## config.mk

```make
export PLATFORM = sky130hd
export DESIGN_NAME = ppt_cordic_step
export DESIGN_NICKNAME = d
export VERILOG_FILES = /design/src/sv/ppt_pkg.sv /design/src/sv/ppt_cordic_step.sv
export SDC_FILE = /design/constraint.sdc
export NUM_CORES = 1
export LEC_CHECK = 0
export ABC_CLOCK_PERIOD_IN_PS = 2670
export BUFFER_PORTS_ARGS = -buffer_cell sky130_fd_sc_hd__buf_2
export CAP_MARGIN = 20
export CORE_AREA = 2 2 176 178
export DETAILED_ROUTE_END_ITERATION = 8
export DIE_AREA = 0 0 178 180
export GPL_ROUTABILITY_DRIVEN = 0
export PLACE_DENSITY = 0.47
export SYNTH_ARGS = -nofsm -noshare
export SYNTH_HDL_FRONTEND = slang
export SYNTH_SLANG_ARGS = --single-unit
export TNS_END_PERCENT = 20
```

## constraint.sdc

```tcl
create_clock -name vclk -period 2.67
set_input_delay 0.267 -clock vclk [all_inputs]
set_output_delay 0.267 -clock vclk [all_outputs]
set_load 0.05 [all_outputs]
```

## src/sv/ppt_pkg.sv

```systemverilog
package ppt_pkg;

  localparam int ANGLE_STEPS_DEF = 16;
  localparam int ATAN_ENTRIES    = 24;

  localparam logic CMD_BODY_TO_WORLD = 1'b0;
  localparam logic CMD_WORLD_TO_BODY = 1'b1;

  // 1/K of the CORDIC, Q2.30
  localparam logic signed [31:0] CORDIC_GAIN_Q30   = 32'sd652032874;
  localparam logic signed [31:0] QUARTER_TURN      = 32'sd1073741824;
  localparam logic signed [31:0] NEG_QUARTER_TURN  = -32'sd1073741824;

  typedef struct packed {
    logic               cmd;
    logic signed [31:0] point_x;
    logic signed [31:0] point_y;
    logic signed [31:0] pose_x;
    logic signed [31:0] pose_y;
    logic signed [15:0] pose_yaw;
  } item_t;

  typedef struct packed {
    logic signed [31:0] out_x;
    logic signed [31:0] out_y;
  } result_t;

  typedef struct packed {
    logic               cmd;
    logic               flip;
    logic signed [32:0] a;
    logic signed [32:0] b;
    logic signed [31:0] pose_x;
    logic signed [31:0] pose_y;
    logic signed [31:0] x;
    logic signed [31:0] y;
    logic signed [31:0] z;
  } cordic_t;

  typedef struct packed {
    logic               cmd;
    logic               flip;
    logic signed [31:0] pose_x;
    logic signed [31:0] pose_y;
    logic signed [64:0] p_ac;
    logic signed [64:0] p_bs;
    logic signed [64:0] p_as;
    logic signed [64:0] p_bc;
  } prod_t;

  typedef struct packed {
    logic               cmd;
    logic signed [31:0] pose_x;
    logic signed [31:0] pose_y;
    logic signed [35:0] rx;
    logic signed [35:0] ry;
  } sum_t;

  // arctangent of 2^-i, 2^32 units per turn
  function automatic logic [31:0] ppt_atan(input int i);
    logic [31:0] v;
    case (i)
      0:  v = 32'h20000000;
      1:  v = 32'h12E4051E;
      2:  v = 32'h09FB385B;
      3:  v = 32'h051111D4;
      4:  v = 32'h028B0D43;
      5:  v = 32'h0145D7E1;
      6:  v = 32'h00A2F61E;
      7:  v = 32'h00517C55;
      8:  v = 32'h0028BE53;
      9:  v = 32'h00145F2F;
      10: v = 32'h000A2F98;
      11: v = 32'h000517CC;
      12: v = 32'h00028BE6;
      13: v = 32'h000145F3;
      14: v = 32'h0000A2FA;
      15: v = 32'h0000517D;
      16: v = 32'h000028BE;
      17: v = 32'h0000145F;
      18: v = 32'h00000A30;
      19: v = 32'h00000518;
      20: v = 32'h0000028C;
      21: v = 32'h00000146;
      22: v = 32'h000000A3;
      23: v = 32'h00000051;
      default: v = 32'h00000000;
    endcase
    return v;
  endfunction

  function automatic logic signed [31:0] ppt_sat32(input logic signed [36:0] v);
    logic signed [31:0] r;
    if (v > 37'sd2147483647) begin
      r = 32'sh7FFFFFFF;
    end else if (v < -37'sd2147483648) begin
      r = 32'sh80000000;
    end else begin
      r = v[31:0];
    end
    return r;
  endfunction

endpackage

```

## src/sv/ppt_cordic_step.sv

```systemverilog
module ppt_cordic_step import ppt_pkg::*; #(
  parameter int          SHIFT = 0,
  parameter logic [31:0] ATAN  = 32'h20000000
) (
  input  cordic_t st_in,
  output cordic_t st_out
);

  logic signed [31:0] dx;
  logic signed [31:0] dy;

  always_comb begin
    dx = st_in.y >>> SHIFT;
    dy = st_in.x >>> SHIFT;
    st_out = st_in;
    // nonnegative residual turns counter-clockwise
    if (!st_in.z[31]) begin
      st_out.x = st_in.x - dx;
      st_out.y = st_in.y + dy;
      st_out.z = st_in.z - $signed(ATAN);
    end else begin
      st_out.x = st_in.x + dx;
      st_out.y = st_in.y - dy;
      st_out.z = st_in.z + $signed(ATAN);
    end
  end

endmodule

```

==> results by stage <==
Run status:
- The run finished, with violations left.
- The final reports fail on negative setup slack.

Die:
- The overall die width is 178 um.
- The floorplan step defined a core boundary enclosing 30200 um2.
- The starting density of the core is 21.8%.
- The die extent in y is 180 um.
- The count of boundary I/O pins is 456.
- The row count is 64.
- The area enclosed by the die boundary is 32000 um2.

Hold path:
- The min-delay analysis places its worst path in the category in -> out.
- The end point of the most critical hold path is st_out[0].
- The worst hold path was traced through 0 stages.
- The startpoint of the lowest-slack hold path is st_in[0].

Finish:
- The number of antenna diodes in the final layout is 0.
- Compared with the post-synthesis result, the final layout area differs by 59.4%.
- Across the whole layout, storage elements account for 0 um2.
- At the end of the flow, the number of nets in the layout was 1521.
- Cells fill 34.7% of the core in the end.
- Of the cells placed in the final design, the portion with a size suffix greater than 1 is 52.2%.
- The final layout contains a sequential cell count of 0.
- Counting the fill cells in the layout gives 3176.
- Counting the clock-network buffers in the layout gives 0.

Power:
- The share of total power in the clock network is 0%.
- The switching power is 2190 uW.
- The overall power of the completed layout is 3810 uW.
- The share of total power in sequential cells is 0%.
- In this run switching power makes up 57.6% of total power.
- Dividing total power by cell area gives a power density of 364 nW/um2.
- The total internal power is 1620 uW.
- The leakage power of the design is 0.00492 uW.
- The maximum resistive drop on vdd is 0.000193 V.
- Per report_power, the combinational group accounts for 100.0% of the total.

Yosys:
- The count of warnings emitted by yosys is 0.
- The average instance area after synthesis is 6.75 um2.
- Of the total synthesized cell area, the portion taken by XOR and XNOR cells is 8.13%.
- The number of nets in the synthesized netlist is 1300.
- The largest total area in the synthesized netlist belongs to buf_4.
- The cell count after synthesis came out at 974.
- The synthesized netlist devotes 19.1% of its cell area to adder and majority cells.
- Measured against the total synthesized area, the mux share comes to 1.54%.
- The cell area after synthesis is 6570 um2.
- The share of the Yosys chip area taken by registers is 0%.
- After synthesis, the cell types taking the most area are buf_4 19%, ha_1 18%, a21oi_1 8.2%.
- After synthesis, the largest family of logic cells by area is compound AO/OA/AOI/OAI gates.
- The synthesized netlist devotes 15.6% of its cell area to simple gates.
- Summing the areas of all compound-gate instances in the mapped netlist gives 28.9% of the synthesized area.
- The share of the synthesized area in the top cell type is 18.5%.
- The post-synthesis cell type count is 66.

STA:
- The max-slew violation count is 0.
- The worst slew slack as a fraction of its limit is 50.9%.
- The period utilization is 120%.
- The setup violation total in the final timing report is 44.
- In the final timing run, aggregate negative setup slack is -14.49 ns.
- Across all setup checks in the final design, the least slack found is -0.521 ns.
- The actual transition at the worst max-transition pin is 0.734 ns.
- Setup repair after global routing could not meet its margin everywhere.
- For this run, the top clock speed supported by timing is 313 MHz.
- The final critical path time including I/O delays and setup is 3.19 ns.
- The number of endpoints with negative hold slack in the final report is 0.

Setup path:
- The maximum net fanout on the critical path is 3.
- The signal on the critical path passes through buf_8 -> buf_6 -> ha_4 -> fa_2 -> nor2b_4 -> o2111a_2 -> o311ai_2 -> nand2_1 -> or4b_4 -> a21oi_2 -> nor3b_1 -> a21oi_2 -> xnor2_2 -> buf_6.
- The worst setup path is captured at an output pin.
- The category of the critical setup timing path is in -> out.
- The startpoint kind of the worst setup timing path is an input port.
- For the worst setup path, the data required time is 2.40 ns.
- For this run, the slowest stage of the critical path takes 0.48 ns.
- The cell family with the largest share of critical-path delay is simple AND/OR/NAND/NOR gates.
- The critical path contains buffers and inverters numbering 3 combined.
- On the critical path, the stage with the largest delay is an instance of or4b_4.
- Data arrives at the worst endpoint at 2.92 ns.

GRT:
- The number of antenna violations at the first check in global routing is 1.
- The met3 track utilization from global routing is 2.81%.
- The most used routing layer in global routing is met2.
- The number of global-route vias before repair is 7829.
- The global route total overflow is 0.
- The first global-routing pass estimated 43.1 mm of wire.
- The overall global routing resource usage is 16.9%.
- The maximum number of pins on one net before global-route repair is 80.
- Global routing consumed, on the met2 layer, 29.9% of the routing resources.
- Global routing used 20.0% of the available met1 tracks.

Routing:
- The count of antenna-violating nets left after detailed routing is 0.
- The number of detailed-routing iterations run before antenna repair is 5.
- The number of violations reported at the end of detailed-routing iteration 0 is 405.
- The total routed wirelength is 28.1 mm.
- The final routed DRC violation total is 0.
- The routed wire length per instance is 17.7 um.
- Summing over every cut layer, the via total after detailed routing is 7546.
- The number of vias per cell after detailed routing is 4.75.

Placement:
- Timing analysis after detailed placement gives a worst setup slack of -0.863 ns.
- The placed wire-length estimate after detailed placement is 23.4 mm.
- Buffers placed on the I/O ports in this run total 134.

Clock network:
- The hold buffer count at CTS is 0.

Job:
- The number of max-cap violations is 0.
[what timing repair did]
action	in CTS	in global routing
pin swaps	59	29
endpoints found under the setup margin	50	49
endpoints found under the hold margin	0	0
setup buffers	17	5
resized for setup	194	50
gates cloned	0	0
[final cells by class]
class / instances / area, um2 / share of cell area (%)
multi-input combinational: 673 / 6180 / 59.0
timing repair buffer: 426 / 3410 / 32.5
tap: 396 / 495 / 4.73
inverter: 94 / 390 / 3.72
[cell families (layout without fill, tap and decap cells)]
logic type	Yosys count	count (layout)
XOR/XNOR	61	61
AND/OR/NAND/NOR	204	204
multiplexers	10	10
AO/OA/AOI/OAI	300	300
adder cells (fa/ha/maj)	98	98
buffers and inverters	301	520
[synthesized netlist by cell type (3+ instances only)]
master     number
o21ai_0        48
a311oi_1        3
o21bai_1       17
and3_1          7
a21o_1         20
o221ai_1        5
xor2_1         13
buf_1           9
nor4_1          6
nor2b_1        16
or2_2           3
or3_1           6
inv_1          94
o22ai_1         4
a31oi_1        10
a221oi_1        3
a211o_1         4
o2111a_1        3
a21oi_1       108
a211oi_1        6
nand4_1        11
o211ai_1       12
nand3_1        12
o21ai_1         9
clkbuf_1       25
buf_4         162
mux2i_1         9
o211a_1         4
fa_1            4
ha_1           94
buf_2          10
o21a_1          8
o31ai_1        12
o311ai_0        3
nor2_1         73
nand2_1        29
o31a_1          3
xnor2_1        48
nand2b_1       10
a2111oi_0       4
nor3_1         16
[metal layers]
metal | vias up | share of wire (%)
met4 | 2 | 4.2
met3 | 105 | 6.1
met2 | 266 | 50
met5 | - | 0.046
met1 | 3537 | 39
li1 | 3636 | -
[stage by stage]
step           area, um2  hold WS, ns  std cells
3_5_place_dp        9340        0.534       1568
6_report           10500        0.534       1589
4_1_cts            10300        0.534       1585
3_3_place_gp        9340        0.534       1568
5_1_grt            10500        0.534       1589
2_1_floorplan       7410        0.701        974
[how the worst max path moves through the flow]
stage	end	slack (ns)	start	depth (start not counted)
2_1_floorplan	st_out[63]	-0.34	st_in[86]	10
3_5_place_dp	st_out[63]	-0.86	st_in[53]	12
5_1_grt	st_out[58]	-0.63	st_in[64]	14
3_3_place_gp	st_out[60]	-0.84	st_in[37]	15
6_report	st_out[58]	-0.52	st_in[64]	14
4_1_cts	st_out[60]	-0.57	st_in[32]	13
[power by group through the flow]
stage	logic [uW]	clock network, uW	registers [uW]
after floorplan	2730	0	0
after global placement	3390	0	0
after detailed placement	3380	0	0
after CTS	3760	0	0
after global routing	4030	0	0
final	3810	0	0
[layout by cell type (no fill, tap or decap), types with 24 or more instances in the layout]
| cell type | netlist | final |
|---|---|---|
| a21oi_1 | 108 | 77 |
| a21oi_2 | 1 | 25 |
| buf_2 | 10 | 72 |
| buf_4 | 162 | 295 |
| buf_6 | 1 | 34 |
| ha_1 | 94 | 65 |
| ha_4 | 0 | 24 |
| inv_1 | 94 | 75 |
| nand2_1 | 29 | 26 |
| nor2_1 | 73 | 67 |
| o21ai_0 | 48 | 36 |
(Power assumes the default switching activity.)
